## config.mk

```make
export PLATFORM = sky130hd
export DESIGN_NAME = gerd_store
export DESIGN_NICKNAME = d
export VERILOG_FILES = /design/src/sv/gerd_pkg.sv /design/src/sv/gerd_store.sv
export SDC_FILE = /design/constraint.sdc
export NUM_CORES = 2
export LEC_CHECK = 0
export BUFFER_PORTS_ARGS = -buffer_cell sky130_fd_sc_hd__buf_2
export CELL_PAD_IN_SITES_DETAIL_PLACEMENT = 1
export CELL_PAD_IN_SITES_GLOBAL_PLACEMENT = 1
export CORE_MARGIN = 5
export CORE_UTILIZATION = 45
export CTS_CLUSTER_SIZE = 8
export DETAILED_ROUTE_END_ITERATION = 12
export PLACE_DENSITY = 0.62
export SLEW_MARGIN = 10
export SYNTH_ARGS = -nofsm -noshare
export SYNTH_HDL_FRONTEND = slang
export SYNTH_SLANG_ARGS = --single-unit
```

## constraint.sdc

```tcl
create_clock -name clk -period 6.3 [get_ports clk]
set_input_delay 1.26 -clock clk [delete_from_list [all_inputs] [get_ports clk]]
set_output_delay 1.26 -clock clk [all_outputs]
set_load 0.005 [all_outputs]
```

## src/sv/gerd_pkg.sv

```systemverilog
// Shared constants, types and arithmetic helpers for the elimination block.
package gerd_pkg;

  localparam int MAX_DIM   = 8;
  localparam int FRAC_BITS = 24;

  localparam int DEPTH   = MAX_DIM * MAX_DIM;
  localparam int DIM_W   = $clog2(MAX_DIM + 1);
  localparam int ADDR_W  = $clog2(DEPTH);
  localparam int POS_W   = ADDR_W + 1;

  localparam int ELEM_W  = 32;
  localparam int CNT_W   = 4;
  localparam int EPS_W   = 16;
  localparam int RANK_W  = 4;
  localparam int ENT_W   = 48;
  localparam int DET_W   = 64;
  localparam int DIG_W   = 16;
  localparam int DIGITS  = ENT_W / DIG_W;
  localparam int PROD_W  = DET_W + ENT_W;
  localparam int REM_W   = ENT_W + 1;
  localparam int PADDR_W = 4;
  localparam int PDATA_W = 32;

  localparam int Q_UP = (FRAC_BITS >= 16) ? FRAC_BITS - 16 : 0;
  localparam int Q_DN = (FRAC_BITS < 16) ? 16 - FRAC_BITS : 0;

  localparam logic signed [ENT_W-1:0] ENT_MAX = {1'b0, {(ENT_W-1){1'b1}}};
  localparam logic signed [ENT_W-1:0] ENT_MIN = {1'b1, {(ENT_W-1){1'b0}}};
  localparam logic signed [DET_W-1:0] DET_ONE = DET_W'(64'd1 << 32);

  typedef enum logic [1:0] {
    REG_ROWS = 2'd0,
    REG_COLS = 2'd1,
    REG_EPS  = 2'd2
  } reg_idx_t;

  typedef struct packed {
    logic                     start;
    logic                     wide;
    logic signed [DET_W-1:0]  x;
    logic signed [ENT_W-1:0]  y;
  } mul_req_t;

  typedef struct packed {
    logic                     done;
    logic                     sat;
    logic signed [DET_W-1:0]  value;
  } mul_rsp_t;

  typedef struct packed {
    logic                     start;
    logic signed [ENT_W-1:0]  num;
    logic signed [ENT_W-1:0]  den;
  } div_req_t;

  typedef struct packed {
    logic                     done;
    logic                     sat;
    logic signed [ENT_W-1:0]  coef;
  } div_rsp_t;

  // Q16.16 to internal format; rounds toward minus infinity when narrowing
  function automatic logic signed [ENT_W-1:0] q16_to_ent(input logic signed [ELEM_W-1:0] v);
    logic signed [ENT_W-1:0] w;
    w = ENT_W'(v);
    w = w <<< Q_UP;
    return w >>> Q_DN;
  endfunction

  function automatic logic [ENT_W-1:0] mag_ent(input logic signed [ENT_W-1:0] v);
    return v[ENT_W-1] ? ENT_W'(-v) : ENT_W'(v);
  endfunction

endpackage

```

## src/sv/gerd_store.sv

```systemverilog
// Matrix store: one write port, one read port, registered read data.
module gerd_store
  import gerd_pkg::*;
(
  input  logic                     clk,
  input  logic                     we,
  input  logic [ADDR_W-1:0]        waddr,
  input  logic signed [ENT_W-1:0]  wdata,
  input  logic                     re,
  input  logic [ADDR_W-1:0]        raddr,
  output logic signed [ENT_W-1:0]  rdata
);

  logic signed [ENT_W-1:0] mem [DEPTH];
  logic signed [ENT_W-1:0] rdata_r;

  always_ff @(posedge clk) begin
    if (we) begin
      mem[waddr] <= wdata;
    end
    if (re) begin
      rdata_r <= mem[raddr];
    end
  end

  assign rdata = rdata_r;

endmodule

```

==> implementation parameters <==
Parameter                              Value

Route
  Detailed-routing iteration count for the pre-antenna-repair pass ... 6
  DRC errors left ... 0
  Wire length reported by the detailed router ... 342 mm
  Post-DRT Antenna Nets ... 0
  Total number of vias ... 57,400
  Post-DR vias/cell ... 6.41
  Wire length per cell after detailed routing ... 38.1 µm
  Drt first-iter violations ... 7,524

STA
  Final setup violation count ... 0
  Final cycle utilization of the critical path ... 61.1%
  Max-slew violation count ... 0
  Total negative slack ... 0 ns
  Final clock skew ... 0.0687 ns
  Time the worst path needs with I/O delays and setup ... 3.85 ns
  Maximum clock frequency ... 260 MHz
  Setup repair after global routing missed its margin ... false
  Transition time at the pin with the least slew margin ... 1.32 ns
  Worst hold slack after final layout ... 0.827 ns
  Total count of hold-check failures in the final report ... 0
  Max-slew headroom at the worst pin ... 11.8%
  Setup WS post-layout ... 2.45 ns

Finish
  Number of nets in the layout ... 5,493
  Layout cell share with drive strength beyond 1 ... 29.6%
  Cell Count, Final, Fillers Out ... 8,965
  Area of all placed cells without fillers ... 135,000 µm²
  Synthesis-to-layout area growth ... 14.7%
  Post-route core utilization ... 51.9%
  Count of filler cells inserted in the layout ... 22,000

Floorplan
  Placement row count ... 187
  Placeable core region ... 260,000 µm²
  Count of boundary I/O pins ... 111
  Area of the die ... 272,000 µm²
  X dimension of the die ... 521 µm
  Die Y-Extent ... 521 µm
  Initial cell density of the core ... 45.2%

Clock tree
  Clk pin slew, worst setup/hold paths ... 0.05 ns
  Clk sink count ... 3,120
  Root Buffer ... sky130_fd_sc_hd__clkbuf_16
  TritonCTS clock tree ... yes
  CTS Hold Bufs ... 0
  # resized after CTS ... 0
  Clock Latency Late Sink ... 0.91 ns
  Buffers from clock root to sink, at most ... 4
  CTS Buf Count ... 432
  Post-CTS repair timing setup buffer count ... 0
  H-tree lvl count ... 5

Setup path
  Worst-path fanout max ... 63
  Critical Path Start Type ... input pin
  Crit. End Element ... flip-flop
  Required arrival time at the worst endpoint ... 6.88 ns
  Worst Setup Path Type ... in2reg
  Critical path arrival ... 4.42 ns

Job
  Maximum capacitance violations ... 0

Synth
  FFs w/ async S/R, synth ... 0%
  Leading cell type by number of instances after synthesis ... sky130_fd_sc_hd__edfxtp_1
  Yosys Warn Count ... 0
  Register bit count reported by yosys ... 3,120
  Biggest area contributors in the synthesized netlist ... sky130_fd_sc_hd__edfxtp_1 (80%), sky130_fd_sc_hd__mux4_2 (14%), sky130_fd_sc_hd__o22ai_1 (0.65%)
  Sequential element share of the synthesized area ... 79.7%
  Area fraction of the dominant cell type after synthesis ... 79.7%
  Count of flip-flops with a built-in enable after synthesis ... 3,120
  List of most frequent post-synthesis cells ... sky130_fd_sc_hd__edfxtp_1 (3,120), sky130_fd_sc_hd__mux4_2 (754), sky130_fd_sc_hd__nor2_1 (132)
  Flip-flop cell with the highest count after synthesis ... sky130_fd_sc_hd__edfxtp_1
  Number of different library cells in the post-synthesis netlist ... 35
  Post-synthesis area per instance ... 23.7 µm²
  Syn_nets ... 5,033
  Cell type contributing the most total cell area after synthesis ... sky130_fd_sc_hd__edfxtp_1
  Post-synthesis instance area ... 118,000 µm²
  Post-synthesis instance total ... 4,970

GRT
  Initial antenna violation count ... 54
  Sum of overflow across all layers after global routing ... 0
  Largest net degree at the start of global routing ... 109
  Vias in the first global route ... 59,900
  Global-route wire length before repair ... 476 mm
  Global-route total usage across every layer ... 25.0%

Power
  Power density of the placed cells ... 336 nW/µm²
  Internal power contribution ... 35.9 mW
  Sw power ... 9.45 mW
  Switching power as a share of total power ... 20.8%
  Worst supply voltage drop on vdd ... 235 µV
  Lkg Pwr ... 41.9 nW
  Logic pwr share ... 4.5%
  Final total power ... 45.4 mW
  Part of the power in registers ... 51.1%
  Part of the power in the clock network ... 44.5%

Placed design
  Area post-placement ... 124,000 µm²
  Final RePlAce weighted congestion ... 0.780
  Number of I/O port buffers ... 110
  # placed instances ... 8,491
  Half-perimeter wire length of the detailed placement result ... 189 mm
  Placement Setup Slack ... 1.58 ns

Min path
  Hold Path Class ... in2reg

Status
  Run status ... finished clean
==> area by class of cell <==
class / instances / area (µm²) / area share [%]
clock inverters: 18 / 288 / 0.213
well taps: 3496 / 4370 / 3.24
repair buffers: 308 / 2610 / 1.93
multi-input cells: 1568 / 22900 / 17.0
clock buffers: 441 / 11000 / 8.13
flip-flops and latches: 3120 / 93700 / 69.4
diodes: 14 / 35.0 / 0.0260
==> sequential cells by signal, summed over array words and instances (netlist names) <==
| register | flops |
|---|---|
| mem | 3072 |
| rdata | 48 |
==> power groups by stage <==
stage | logic [mW] | registers, mW | clock network [mW]
floorplan | 1.10 | 23.5 | 0
global placement | 2.01 | 23.5 | 0
detailed placement | 2.05 | 23.6 | 0
CTS | 2.05 | 23.2 | 20.5
global route | 2.15 | 23.1 | 21.5
finish | 2.03 | 23.2 | 20.2
==> per-layer routing <==
| layer | GRT usage [%] | vias up | part of all wire [%] |
|---|---|---|---|
| met4 | 9.02 | 20 | 4.0 |
| met3 | 5.89 | 676 | 9.2 |
| met5 | 0 | - | 0.040 |
| met1 | 33.6 | 31400 | 38 |
| met2 | 40.3 | 3022 | 48 |
| li1 | - | 22300 | - |
==> worst max-delay path, stage by stage <==
cell                       delay [ns]
sky130_fd_sc_hd__buf_8           0.49
sky130_fd_sc_hd__buf_4           0.54
sky130_fd_sc_hd__buf_4           0.65
sky130_fd_sc_hd__mux4_2          0.41
sky130_fd_sc_hd__mux2i_1         0.31
sky130_fd_sc_hd__a21oi_1         0.12
sky130_fd_sc_hd__a21oi_1         0.44
sky130_fd_sc_hd__a221oi_1        0.09
==> kinds of logic after synthesis <==
kind of cell	synth area share [%]
AND/OR/NAND/NOR	0.953
buffers and inverters	1.27
AO/OA/AOI/OAI	3.01
multiplexers	15.1
flip-flops	79.7
==> layout by cell type (no fill, tap or decap), types with 63 or more instances in the layout <==
cell type                      n
sky130_fd_sc_hd__clkbuf_16   438
sky130_fd_sc_hd__mux2i_1      63
sky130_fd_sc_hd__buf_2       102
sky130_fd_sc_hd__o22ai_1     122
sky130_fd_sc_hd__a221oi_1     83
sky130_fd_sc_hd__buf_4       161
sky130_fd_sc_hd__nor2_4       64
sky130_fd_sc_hd__mux4_2      754
sky130_fd_sc_hd__a22oi_1      72
sky130_fd_sc_hd__a21oi_1      74
sky130_fd_sc_hd__edfxtp_1   3120
sky130_fd_sc_hd__nor2_1       68
==> path summary, 6_finish.rpt <==
path                        start  slack, ns  cells past startpoint                   end
max reg2reg  mem[26][8]$_DFFE_PP_       3.66                      4    rdata[8]$_DFFE_PP_
min                      wdata[7]       0.83                      1  mem[51][7]$_DFFE_PP_
max                      raddr[1]       2.45                      8   rdata[29]$_DFFE_PP_
min reg2reg  mem[58][4]$_DFFE_PP_       0.86                      4    rdata[4]$_DFFE_PP_
Power figures use the tool's default switching activity.
