<file path="src/sv/gerd_pkg.sv">
// Shared constants, types and arithmetic helpers for the elimination block.
package gerd_pkg;

  localparam int MAX_DIM   = 8;
  localparam int FRAC_BITS = 24;

  localparam int DEPTH   = MAX_DIM * MAX_DIM;
  localparam int DIM_W   = $clog2(MAX_DIM + 1);
  localparam int ADDR_W  = $clog2(DEPTH);
  localparam int POS_W   = ADDR_W + 1;

  localparam int ELEM_W  = 32;
  localparam int CNT_W   = 4;
  localparam int EPS_W   = 16;
  localparam int RANK_W  = 4;
  localparam int ENT_W   = 48;
  localparam int DET_W   = 64;
  localparam int DIG_W   = 16;
  localparam int DIGITS  = ENT_W / DIG_W;
  localparam int PROD_W  = DET_W + ENT_W;
  localparam int REM_W   = ENT_W + 1;
  localparam int PADDR_W = 4;
  localparam int PDATA_W = 32;

  localparam int Q_UP = (FRAC_BITS >= 16) ? FRAC_BITS - 16 : 0;
  localparam int Q_DN = (FRAC_BITS < 16) ? 16 - FRAC_BITS : 0;

  localparam logic signed [ENT_W-1:0] ENT_MAX = {1'b0, {(ENT_W-1){1'b1}}};
  localparam logic signed [ENT_W-1:0] ENT_MIN = {1'b1, {(ENT_W-1){1'b0}}};
  localparam logic signed [DET_W-1:0] DET_ONE = DET_W'(64'd1 << 32);

  typedef enum logic [1:0] {
    REG_ROWS = 2'd0,
    REG_COLS = 2'd1,
    REG_EPS  = 2'd2
  } reg_idx_t;

  typedef struct packed {
    logic                     start;
    logic                     wide;
    logic signed [DET_W-1:0]  x;
    logic signed [ENT_W-1:0]  y;
  } mul_req_t;

  typedef struct packed {
    logic                     done;
    logic                     sat;
    logic signed [DET_W-1:0]  value;
  } mul_rsp_t;

  typedef struct packed {
    logic                     start;
    logic signed [ENT_W-1:0]  num;
    logic signed [ENT_W-1:0]  den;
  } div_req_t;

  typedef struct packed {
    logic                     done;
    logic                     sat;
    logic signed [ENT_W-1:0]  coef;
  } div_rsp_t;

  // Q16.16 to internal format; rounds toward minus infinity when narrowing
  function automatic logic signed [ENT_W-1:0] q16_to_ent(input logic signed [ELEM_W-1:0] v);
    logic signed [ENT_W-1:0] w;
    w = ENT_W'(v);
    w = w <<< Q_UP;
    return w >>> Q_DN;
  endfunction

  function automatic logic [ENT_W-1:0] mag_ent(input logic signed [ENT_W-1:0] v);
    return v[ENT_W-1] ? ENT_W'(-v) : ENT_W'(v);
  endfunction

endpackage

</file>
<file path="src/sv/gerd_mul.sv">
// Sequential signed multiplier: (x * y) >> FRAC_BITS, truncated, saturated.
module gerd_mul
  import gerd_pkg::*;
(
  input  logic     clk,
  input  logic     rst_n,
  input  mul_req_t req,
  output mul_rsp_t rsp
);

  localparam int CW = $clog2(DIGITS);

  logic                    busy_r, fin_r, done_r;
  logic [CW-1:0]           cnt_r;
  logic [DET_W-1:0]        a_r;
  logic [ENT_W-1:0]        b_r;
  logic                    neg_r, wide_r;
  logic [PROD_W-1:0]       acc_r;
  logic                    sat_r;
  logic signed [DET_W-1:0] value_r;

  logic [DET_W+DIG_W-1:0]  pp;
  logic [DET_W-1:0]        mag, pos_lim, neg_lim, mag_cap;
  logic                    ovf;

  assign pp = a_r * b_r[ENT_W-1 -: DIG_W];

  always_comb begin
    pos_lim = wide_r ? {1'b0, {(DET_W-1){1'b1}}} : DET_W'({1'b0, {(ENT_W-1){1'b1}}});
    neg_lim = wide_r ? {1'b1, {(DET_W-1){1'b0}}} : DET_W'({1'b1, {(ENT_W-1){1'b0}}});
    mag = (|acc_r[PROD_W-1:FRAC_BITS+DET_W]) ? {DET_W{1'b1}} : acc_r[FRAC_BITS +: DET_W];
    ovf = neg_r ? (mag > neg_lim) : (mag > pos_lim);
    mag_cap = ovf ? (neg_r ? neg_lim : pos_lim) : mag;
  end

  always_ff @(posedge clk) begin
    if (!rst_n) begin
      busy_r <= 1'b0;
      fin_r  <= 1'b0;
      done_r <= 1'b0;
      cnt_r  <= '0;
    end else begin
      done_r <= 1'b0;
      if (req.start) begin
        busy_r <= 1'b1;
        cnt_r  <= '0;
        a_r    <= req.x[DET_W-1] ? DET_W'(-req.x) : DET_W'(req.x);
        b_r    <= req.y[ENT_W-1] ? ENT_W'(-req.y) : ENT_W'(req.y);
        neg_r  <= req.x[DET_W-1] ^ req.y[ENT_W-1];
        wide_r <= req.wide;
        acc_r  <= '0;
      end else if (busy_r) begin
        // Most significant digit first
        acc_r <= (acc_r << DIG_W) + PROD_W'(pp);
        b_r   <= b_r << DIG_W;
        cnt_r <= cnt_r + 1'b1;
        if (cnt_r == CW'(DIGITS - 1)) begin
          busy_r <= 1'b0;
          fin_r  <= 1'b1;
        end
      end else if (fin_r) begin
        fin_r   <= 1'b0;
        done_r  <= 1'b1;
        sat_r   <= ovf;
        value_r <= neg_r ? DET_W'(-mag_cap) : DET_W'(mag_cap);
      end
    end
  end

  assign rsp.done  = done_r;
  assign rsp.sat   = sat_r;
  assign rsp.value = value_r;

endmodule

</file>
<file path="config.mk">
export PLATFORM = sky130hd
export DESIGN_NAME = gerd_mul
export DESIGN_NICKNAME = d
export VERILOG_FILES = /design/src/sv/gerd_pkg.sv /design/src/sv/gerd_mul.sv
export SDC_FILE = /design/constraint.sdc
export NUM_CORES = 2
export LEC_CHECK = 0
export ABC_AREA = 1
export CORE_ASPECT_RATIO = 1.25
export CORE_MARGIN = 2
export CORE_UTILIZATION = 45
export DETAILED_ROUTE_END_ITERATION = 7
export DONT_BUFFER_PORTS = 1
export PLACE_DENSITY_LB_ADDON = 0.3
export SETUP_SLACK_MARGIN = 0.2
export SKIP_CTS_REPAIR_TIMING = 1
export SLEW_MARGIN = 20
export SYNTH_ARGS = -nofsm -noshare
export SYNTH_HDL_FRONTEND = slang
export SYNTH_SLANG_ARGS = --single-unit
</file>
<file path="constraint.sdc">
create_clock -name clk -period 19 [get_ports clk]
set_input_delay 2.85 -clock clk [delete_from_list [all_inputs] [get_ports clk]]
set_output_delay 2.85 -clock clk [all_outputs]
set_load 0.01 [all_outputs]
</file>
==> metrics.md <==
| Metric | Value |
|---|---|
| CP max FO | `50` |
| Top cells by count, synth | `inv_1, nand2_1, fa_1, nor2_1, a21oi_1` |
| Worst setup path endpoint | `acc_r[107]` |
| Syn avg cell area | `7.62 sq um` |
| Final Hold Fails | `0` |
| Post-Syn Nets | `about 8300` |
| CTS clk-pin slew, worst paths | `approximately 0.060 ns` |
| Max_cap viols | `0` |
| Slew Limit Fails | `0` |
| H-tree Lvls | `2` |
| Largest net degree at the start of global routing | `162` |
| Core area | `approximately 120000 sq um` |
| Latest clock arrival within the worst-skew pair | `roughly 0.64 ns` |
| Cells after Synth | `between 7000 and 8000` |
| Cell row count | `between 100 and 150` |
| Worst setup EP type | `flip-flop` |
| Period Utilization, post-route | `44.2%` |
| Final RePlAce weighted congestion | `0.985` |
| Mux share of post-synthesis cell area | `0%` |
| Via Count | `44400` |
| Root Buffer | `clkbuf_16` |
| Pre-CTS setup slack | `approximately 11 ns` |
| Register Area | `roughly 8800 sq um` |
| Final setup margin | `between 10 and 15 ns` |
| Most used DFF post-synth | `edfxtp_1` |
| Starting Density | `a little under half` |
| # fillers | `about 12000` |
| Required @ worst endpoint | `about 19 ns` |
| Clock buffer depth | `3` |
| Tightest Pin Transition | `1.17 ns` |
| Register area share after synthesis | `between 10% and 20%` |
| Final instance area | `55900 sq um` |
| Final Net Count | `between 8000 and 9000` |
| Async set or reset register ratio after synthesis | `0%` |
| Dpl hpwl | `about 130000 um` |
| CP Launch Type | `flip-flop` |
| Minimum clock period | `8.39 ns` |
| Status | `finished, final reports clean` |
| #FFs+latches synth | `between 200 and 300` |
| Count of input and output buffers | `0` |
| Layout area overhead | `4.24%` |
| Routed wire per std cell | `approximately 21 um` |
| Yosys top cell area share | `between 30% and 40%` |
| Final setup vio count | `0` |
| Layout cell share with drive strength beyond 1 | `between 2 and 3%` |
| Number of synthesized flops with an enable pin | `291` |
| Chip Width | `313 um` |
| 1st-pass router iterations | `6` |
| CTS tree | `done` |
| Post-Synth XOR/XNOR Area | `roughly 1.8%` |
| Worst-case reg-to-reg path depth | `27` |
| Cell variety after synth | `60` |
| Adder-cell share of the synthesized area | `between 30% and 40%` |
| Mapped cell area | `around 54000 sq um` |
| Worst slew margin | `roughly 22%` |
| R2R Path End | `acc_r[107]` |
| Largest family of logic cells by synthesized area | `adder cells` |
| Die H | `approximately 400 um` |
| Placed cell areas | `around 55000 sq um` |
| # IOs | `roughly 180` |
| Crit path kind | `reg2reg` |
| Critical path arrival | `8.74 ns` |
| Vias/cell | `between 5 and 6` |
| CTS sink count | `296` |
| Crit path launch | `b_r[39]` |
| First-pass GRT wire length | `271000 um` |
| Number of remaining DRC errors | `0` |
| Ys Warns | `0` |
| Top cells by area, synth | `fa_1, edfxtp_1, inv_1` |
| Largest area contributor in the netlist | `fa_1` |
| Worst R2R Setup Slack | `10.61 ns` |
| Fmax | `about 120 MHz` |
| Drt total wl | `approximately 170000 um` |
| DRT iter0 DRCs | `between 3000 and 4000` |
| Number of global-route vias before repair | `46100` |
| Reg2reg start | `b_r[39]` |
| Area of the multi-input gates | `36200 sq um` |
| Clock skew | `0.0446 ns` |
| Cts bufs inserted | `39` |
| Synth Area in Simple Gates | `between 10% and 20%` |
| Initial antenna violation count | `2` |
| Final TNS setup | `0 ns` |
| GR Overflow Total | `0` |
| Ant. Diodes | `0` |
| Die area | `around 120000 sq um` |
| Dominant cell by count in the synthesized netlist | `inv_1` |
| Compound-gate portion of the synthesized area | `7.52%` |
| RSZ-0062 raised after global routing | `no` |
| Min-delay worst type | `reg2reg` |
| Antenna viol nets, final | `0` |
| Total track usage | `between 20% and 30%` |
## cells in the final DEF, fill, tap and decap left out, drive strengths merged, types with 3 or more instances in the layout
master | Yosys | final
a31oi | 34 | 34
o21a | 46 | 46
o21ai | 275 | 275
a21oi | 320 | 320
xnor2 | 39 | 39
xor2 | 70 | 70
and3 | 5 | 5
nor2 | 575 | 575
bufinv | 0 | 5
buf | 60 | 31
fa | 930 | 930
or2 | 12 | 12
ha | 192 | 192
o211ai | 7 | 7
a21boi | 8 | 8
nand4 | 39 | 39
and2 | 3 | 3
a31o | 3 | 3
o21bai | 6 | 6
clkbuf | 248 | 44
a21o | 5 | 5
o31ai | 8 | 8
inv | 1973 | 1978
nand3b | 17 | 17
nor3 | 56 | 56
edfxtp | 291 | 291
nand2 | 1645 | 1645
nor4 | 23 | 23
clkinvlp | 0 | 4
dfxtp | 5 | 5
o41ai | 13 | 13
nand3 | 120 | 120
clkinv | 1 | 14
## worst min-delay path by stage
| stage | start | to | depth (start not counted) | slack, ns |
|---|---|---|---|---|
| final | fin_r | fin_r | 2 | 0.47 |
| after global routing | cnt_r[0] | cnt_r[0] | 2 | 0.51 |
| after CTS | fin_r | fin_r | 2 | 0.48 |
| after detailed placement | fin_r | fin_r | 2 | 0.46 |
| after global placement | fin_r | fin_r | 2 | 0.46 |
| after floorplan | busy_r | done_r | 1 | 0.44 |
## sequential cells by signal, summed over array words and instances, names as in the netlist
name	flops
a_r	64
acc_r	112
b_r	48
busy_r	1
cnt_r	2
done_r	1
fin_r	1
neg_r	1
sat_r	1
value_r	64
wide_r	1
## stage by stage
stage          utilization, %  instances  hold WS (ns)
4_1_cts                  47.3       8405         0.477
3_5_place_dp             46.2       8334         0.456
2_1_floorplan               -       7038         0.435
3_3_place_gp             46.2       8334         0.461
6_report                 47.3       8405         0.474
5_1_grt                  47.3       8405         0.511
## layout make-up
type | count | area share, %
Clock buffer | 44 | 1.82
Clock inverter | 27 | 0.544
Inverter | 1974 | 13.2
Multi-Input combinational cell | 4460 | 64.6
Sequential cell | 296 | 15.8
Tap cell | 1573 | 3.52
Timing Repair Buffer | 31 | 0.438
## worst max-delay path, cell delays in order (launching register included)
cell and delay, ns:
edfxtp_1 0.83, buf_4 0.67, nand2_1 0.15, fa_1 0.52, inv_1 0.06, fa_1 0.49
inv_1 0.05, fa_1 0.50, inv_1 0.06, fa_1 0.52, fa_1 0.55, inv_1 0.06
fa_1 0.53, inv_1 0.04, ha_1 0.36, nand2_1 0.09, nor2_1 0.18, inv_1 0.06
o21ai_1 0.39, a21oi_1 0.20, o21ai_0 0.44, a21oi_1 0.20, nor3_1 0.34, nand2_1 0.19
a31oi_1 0.33, nand3_1 0.11, nand2_1 0.08, nor2_1 0.05
## metal layers
layer	GRT usage, %	up-vias	part of all wire [%]
li1	-	20100	-
met1	37.0	22000	39
met2	48.6	1881	48
met3	4.81	382	7.9
met4	12.3	2	4.8
met5	0	-	0.0075
## cell families after synthesis
logic type,Yosys count
and+or+nand+nor,2499
buffers and inverters,2282
adders and majority gates,1122
AOI/OAI and AO/OA,730
DFF,296
xor gates and xnor gates,109
Power is not shown: default switching activity piles up to over one toggle a cycle in this logic, so the estimate is an artifact.
