File: config.mk
export PLATFORM = sky130hd
export DESIGN_NAME = gerd_div
export DESIGN_NICKNAME = d
export VERILOG_FILES = /design/src/sv/gerd_pkg.sv /design/src/sv/gerd_div.sv
export SDC_FILE = /design/constraint.sdc
export NUM_CORES = 1
export LEC_CHECK = 0
export ABC_AREA = 1
export BUFFER_PORTS_ARGS = -buffer_cell sky130_fd_sc_hd__buf_4
export CAP_MARGIN = 15
export CORE_MARGIN = 2
export CORE_UTILIZATION = 30
export CTS_BUF_LIST = sky130_fd_sc_hd__clkbuf_4
export CTS_CLUSTER_DIAMETER = 80
export DETAILED_ROUTE_END_ITERATION = 10
export HOLD_SLACK_MARGIN = 0.08
export PLACE_DENSITY_LB_ADDON = 0.12
export SETUP_SLACK_MARGIN = 0.4
export SLEW_MARGIN = 20
export SYNTH_ARGS = -nofsm -noshare
export SYNTH_HDL_FRONTEND = slang
export SYNTH_SLANG_ARGS = --single-unit
File: constraint.sdc
create_clock -name clk -period 16.9 [get_ports clk]
set_input_delay 0.845 -clock clk [delete_from_list [all_inputs] [get_ports clk]]
set_output_delay 0.845 -clock clk [all_outputs]
set_load 0.005 [all_outputs]
File: src/sv/gerd_pkg.sv
// Shared constants, types and arithmetic helpers for the elimination block.
package gerd_pkg;

  localparam int MAX_DIM   = 8;
  localparam int FRAC_BITS = 24;

  localparam int DEPTH   = MAX_DIM * MAX_DIM;
  localparam int DIM_W   = $clog2(MAX_DIM + 1);
  localparam int ADDR_W  = $clog2(DEPTH);
  localparam int POS_W   = ADDR_W + 1;

  localparam int ELEM_W  = 32;
  localparam int CNT_W   = 4;
  localparam int EPS_W   = 16;
  localparam int RANK_W  = 4;
  localparam int ENT_W   = 48;
  localparam int DET_W   = 64;
  localparam int DIG_W   = 16;
  localparam int DIGITS  = ENT_W / DIG_W;
  localparam int PROD_W  = DET_W + ENT_W;
  localparam int REM_W   = ENT_W + 1;
  localparam int PADDR_W = 4;
  localparam int PDATA_W = 32;

  localparam int Q_UP = (FRAC_BITS >= 16) ? FRAC_BITS - 16 : 0;
  localparam int Q_DN = (FRAC_BITS < 16) ? 16 - FRAC_BITS : 0;

  localparam logic signed [ENT_W-1:0] ENT_MAX = {1'b0, {(ENT_W-1){1'b1}}};
  localparam logic signed [ENT_W-1:0] ENT_MIN = {1'b1, {(ENT_W-1){1'b0}}};
  localparam logic signed [DET_W-1:0] DET_ONE = DET_W'(64'd1 << 32);

  typedef enum logic [1:0] {
    REG_ROWS = 2'd0,
    REG_COLS = 2'd1,
    REG_EPS  = 2'd2
  } reg_idx_t;

  typedef struct packed {
    logic                     start;
    logic                     wide;
    logic signed [DET_W-1:0]  x;
    logic signed [ENT_W-1:0]  y;
  } mul_req_t;

  typedef struct packed {
    logic                     done;
    logic                     sat;
    logic signed [DET_W-1:0]  value;
  } mul_rsp_t;

  typedef struct packed {
    logic                     start;
    logic signed [ENT_W-1:0]  num;
    logic signed [ENT_W-1:0]  den;
  } div_req_t;

  typedef struct packed {
    logic                     done;
    logic                     sat;
    logic signed [ENT_W-1:0]  coef;
  } div_rsp_t;

  // Q16.16 to internal format; rounds toward minus infinity when narrowing
  function automatic logic signed [ENT_W-1:0] q16_to_ent(input logic signed [ELEM_W-1:0] v);
    logic signed [ENT_W-1:0] w;
    w = ENT_W'(v);
    w = w <<< Q_UP;
    return w >>> Q_DN;
  endfunction

  function automatic logic [ENT_W-1:0] mag_ent(input logic signed [ENT_W-1:0] v);
    return v[ENT_W-1] ? ENT_W'(-v) : ENT_W'(v);
  endfunction

endpackage

File: src/sv/gerd_div.sv
// Iterative coefficient divider: -(num / den), magnitude capped at 1.0.
module gerd_div
  import gerd_pkg::*;
(
  input  logic     clk,
  input  logic     rst_n,
  input  div_req_t req,
  output div_rsp_t rsp
);

  localparam int CW = $clog2(FRAC_BITS + 1);
  localparam logic [FRAC_BITS:0] ONE_Q = {1'b1, {FRAC_BITS{1'b0}}};

  logic                    busy_r, fin_r, done_r;
  logic [CW-1:0]           cnt_r;
  logic [REM_W-1:0]        rem_r, dm_r;
  logic [FRAC_BITS:0]      q_r;
  logic                    neg_r;
  logic                    sat_r;
  logic signed [ENT_W-1:0] coef_r;

  logic [REM_W-1:0]        nm, dm, rem_sh;
  logic                    take;
  logic                    q_big;
  logic [FRAC_BITS:0]      q_cap;

  always_comb begin
    nm     = REM_W'(mag_ent(req.num));
    dm     = REM_W'(mag_ent(req.den));
    rem_sh = rem_r << 1;
    take   = rem_sh >= dm_r;
    q_big  = q_r > ONE_Q;
    q_cap  = q_big ? ONE_Q : q_r;
  end

  always_ff @(posedge clk) begin
    if (!rst_n) begin
      busy_r <= 1'b0;
      fin_r  <= 1'b0;
      done_r <= 1'b0;
      cnt_r  <= '0;
    end else begin
      done_r <= 1'b0;
      if (req.start) begin
        neg_r <= (req.num[ENT_W-1] == req.den[ENT_W-1]);
        dm_r  <= dm;
        cnt_r <= '0;
        if (dm == '0) begin
          coef_r <= '0;
          sat_r  <= 1'b0;
          done_r <= 1'b1;
        end else if (nm >= (dm << 1)) begin
          // Quotient of two or more: cap at once
          coef_r <= (req.num[ENT_W-1] == req.den[ENT_W-1]) ? -ENT_W'(ONE_Q) : ENT_W'(ONE_Q);
          sat_r  <= 1'b1;
          done_r <= 1'b1;
        end else begin
          busy_r <= 1'b1;
          q_r    <= (FRAC_BITS+1)'(nm >= dm);
          rem_r  <= (nm >= dm) ? nm - dm : nm;
        end
      end else if (busy_r) begin
        rem_r <= take ? rem_sh - dm_r : rem_sh;
        q_r   <= {q_r[FRAC_BITS-1:0], take};
        cnt_r <= cnt_r + 1'b1;
        if (cnt_r == CW'(FRAC_BITS - 1)) begin
          busy_r <= 1'b0;
          fin_r  <= 1'b1;
        end
      end else if (fin_r) begin
        fin_r  <= 1'b0;
        done_r <= 1'b1;
        sat_r  <= q_big;
        coef_r <= neg_r ? -ENT_W'(q_cap) : ENT_W'(q_cap);
      end
    end
  end

  assign rsp.done = done_r;
  assign rsp.sat  = sat_r;
  assign rsp.coef = coef_r;

endmodule

==> impl_metrics.tcl <==
set metrics [dict create \
    synth_adder_area_share_pct 9.54 \
    synth.avg_cell_area_sq_um 6.57 \
    holdPathEnd "dm_r[0]" \
    setup_violations 0 \
    post-synth-top-area-fraction_pct 25.9 \
    max_cap_violations 0 \
    max-vdd-ir-drop_uv 37.1 \
    reg2reg_setup_slack_ps 12460 \
    power_mw 1.68 \
    grt_start_max_net_pins 74 \
    cts_buf_count 17 \
    crit_path_max_fanout 73 \
    fin_worst_hold_slack_ps 434 \
    synth-edff-count 164 \
    wl_met2_mm 32.9 \
    timing_worst_setup_path_type "in2reg" \
    min-delay-start "req[0]" \
    wire_per_inst_um 19.0 \
    unrepaired_setup_endpoints_after_global_routing "no" \
    worst_setup_timing_slack_at_the_placement_stage_ps 10310 \
    clk_latency_ps 640 \
    numPlacedInstances 3828 \
    die_area_sq_um 65500 \
    drv_slew 0 \
    final_util_pct 33.7 \
    ys_seq_elements 172 \
    pin_count 149 \
    worst_pin_slew_ps 985 \
    synthSimpleGateAreaFrac_pct 33.4 \
    timing.critical_path.to_type "flop" \
    tritoncts "done" \
    yosysSeqAreaShare_pct 26.7 \
    standard_cell_row_count 92 \
    num_clock_sinks 172 \
    finalClockSkew_ps 46.2 \
    routed-wl-met3_mm 2.53 \
    power.leakage_nw 9.91 \
    timing.setup.tns_ps 0 \
    drt_iter0_markers 1172 \
    min_path_type "in2reg" \
    yosys-mux-area-fraction_pct 0 \
    cts.root.buffer_cell "sky130_fd_sc_hd__clkbuf_4" \
    async_flop_share_pct 0 \
    maxClockFrequency_mhz 173 \
    synth.yosys.warnings 0 \
    globalplace.congestion 0.990 \
    power_density_nw_per_um2 79.2 \
    cts.clk_slew.worst_paths_ps 190 \
    final_cell_count_no_fill 3863 \
    timing.final.crit_share_pct 34.2 \
    initial_core_util_pct 30.2 \
    synth_compound_area_share_pct 13.5 \
    cts.repair.resized 0 \
    crit_arrival_ps 6030 \
    remaining_drc_errors 0 \
    critical_path.startpoint "req[48]" \
    post_dp_cell_area_sq_um 20900 \
    worst_ep_required_time_ps 17140 \
    report.final.hold_viol_count 0 \
    finalCriticalPeriod_ps 5790 \
    dp.final_hpwl_mm 62.3 \
    worstHoldPathCells 1 \
    post_synth_main_area_contributors "sky130_fd_sc_hd__edfxtp_1 (26%), sky130_fd_sc_hd__nand2_1 (13%), sky130_fd_sc_hd__ha_1 (9.3%)" \
    detailedRoute.firstPassIterationCount 7 \
    count_of_distinct_cell_types_in_the_synthesized_netlist 52 \
    syn_area_sq_um 19000 \
    max_slew_margin_pct 34.3 \
    timing.reg2reg.worst_path_depth 15 \
    clock_tree.buffer_depth 2 \
    synth_xor_area_share_pct 6.35 \
    core_footprint_sq_um 63000 \
    share_of_cells_above_drive_strength_1_pct 8.13 \
    vias_per_cell 4.99 \
    dominant_combinational_cell_family_by_area_after_synthesis "simple AND/OR/NAND/NOR gates" \
    status "finished clean" \
    dr_total_vias 19286 \
    final_area_sq_um 21200 \
    top_layer_reached_by_signal_wires "met4" \
    antenna_found_initial 2 \
    cts.htree.levels 4 \
    cts_hold_repair.buffers 0 \
    die_height_um 256 \
    placement.io_buffers 148 \
    globalRouteOverflowTotal 0 \
    global_route_wire_length_before_repair_mm 112 \
    met1Wirelength_mm 35.0 \
    detail-route-antenna-nets 0 \
    final.setup.worst_slack_ps 11110 \
    reg2reg_from "dm_r[32]" \
    die_x_um 256 \
    most_used_dff_post_synth "sky130_fd_sc_hd__edfxtp_1" \
    post_cts.repair.setup_buffers 0 \
    worstReg2RegEnd "rem_r[47]" \
    layout.nets 3245 \
    critical_path.startpoint_type "input port" \
    groute.usage.overall_pct 22.0 \
    syn_to_final_growth_pct 11.6 \
    synth_top_cell_by_area "sky130_fd_sc_hd__edfxtp_1" \
    routed_wl_mm 73.3 \
    first_global_vias 19107 \
    synth_fp_nets 3139 \
    postSynthCellCount 2896 \
]
## layer usage
| layer | track usage, % | up-vias |
|---|---|---|
| met5 | 0 | - |
| met4 | 8.67 | 0 |
| met3 | 1.29 | 107 |
| met2 | 36.1 | 526 |
| met1 | 30.3 | 8830 |
| li1 | - | 9823 |
## Yosys cell counts (23+ instances only)
cell                       number
sky130_fd_sc_hd__xnor2_1       47
sky130_fd_sc_hd__ha_1         142
sky130_fd_sc_hd__o21ai_0      164
sky130_fd_sc_hd__edfxtp_1     164
sky130_fd_sc_hd__a21oi_1      189
sky130_fd_sc_hd__nor4_1        23
sky130_fd_sc_hd__nand4_1       65
sky130_fd_sc_hd__inv_1        425
sky130_fd_sc_hd__clkbuf_1      30
sky130_fd_sc_hd__o21ai_1       25
sky130_fd_sc_hd__a31oi_1       23
sky130_fd_sc_hd__xor2_1        91
sky130_fd_sc_hd__nor3_1        43
sky130_fd_sc_hd__nor2_1       375
sky130_fd_sc_hd__nand2_1      663
sky130_fd_sc_hd__nand3_1      230
## cell usage in the layout (no fill, tap or decap), drive strengths merged, types with 13 or more instances in the layout
master	n
a21o	15
a31oi	23
clkbuf	17
nor3	43
buf	155
xor2	91
ha	142
o211ai	13
nand3	235
nor4	24
edfxtp	164
nand4	65
xnor2	47
nor2	385
nand3b	18
nand2	683
inv	442
o21ai	189
a21oi	190
## worst max-delay path, stage by stage
cell and delay (ps):
sky130_fd_sc_hd__buf_4 110, sky130_fd_sc_hd__inv_2 160, sky130_fd_sc_hd__ha_1 200, sky130_fd_sc_hd__nand2_1 150
sky130_fd_sc_hd__nor2_4 220, sky130_fd_sc_hd__nand4_1 130, sky130_fd_sc_hd__nand2_2 180, sky130_fd_sc_hd__nand2_1 240
sky130_fd_sc_hd__a21oi_1 520, sky130_fd_sc_hd__nand2_1 130, sky130_fd_sc_hd__xor2_1 370, sky130_fd_sc_hd__inv_1 130
sky130_fd_sc_hd__ha_1 360, sky130_fd_sc_hd__nand4_1 140, sky130_fd_sc_hd__nor4_1 690, sky130_fd_sc_hd__nand4_1 180
sky130_fd_sc_hd__o41ai_1 420, sky130_fd_sc_hd__nor2_1 100, sky130_fd_sc_hd__nand2_1 210, sky130_fd_sc_hd__a21oi_4 70
sky130_fd_sc_hd__buf_4 410
## sequential cells by signal (all words and copies together), names as in the netlist
name,cells
busy_r,1
cnt_r,5
coef_r,41
dm_r,48
done_r,1
fin_r,1
neg_r,1
q_r,25
rem_r,48
sat_r,1
## where the power goes
part / total, mW / switching [mW] / leakage, nW / internal (mW)
registers: 0.543 / 0.0203 / 1.61 / 0.522
logic: 0.892 / 0.601 / 8.14 / 0.291
clock network: 0.247 / 0.178 / 0.161 / 0.0692
## logic make-up (layout without fill, tap and decap cells)
logic type	Yosys count	count (layout)
simple gates	1469	1469
buf+inv	503	622
compound gates	470	470
flops	172	172
fa+ha+maj	144	144
xor+xnor	138	138
other cells	0	2
## cell type report
cell class / count / area [sq um]
multi-input cells: 2221 / 12000
diodes: 2 / 5.00
fillers: 7014 / 41700
flip-flops and latches: 172 / 5080
well taps: 846 / 1060
inverters: 435 / 1640
clock buffers: 17 / 128
clock inverters: 15 / 169
repair buffers: 155 / 1180
## worst max path at each step
| stage | endpoint | slack, ps | depth (start not counted) |
|---|---|---|---|
| floorplan | q_r[0] | 9300 | 24 |
| global placement | coef_r[0] | 10360 | 21 |
| detailed placement | coef_r[2] | 10310 | 21 |
| CTS | coef_r[2] | 11000 | 21 |
| global route | rem_r[26] | 10770 | 23 |
| finish | rem_r[27] | 11110 | 21 |
(Power assumes the default switching activity.)
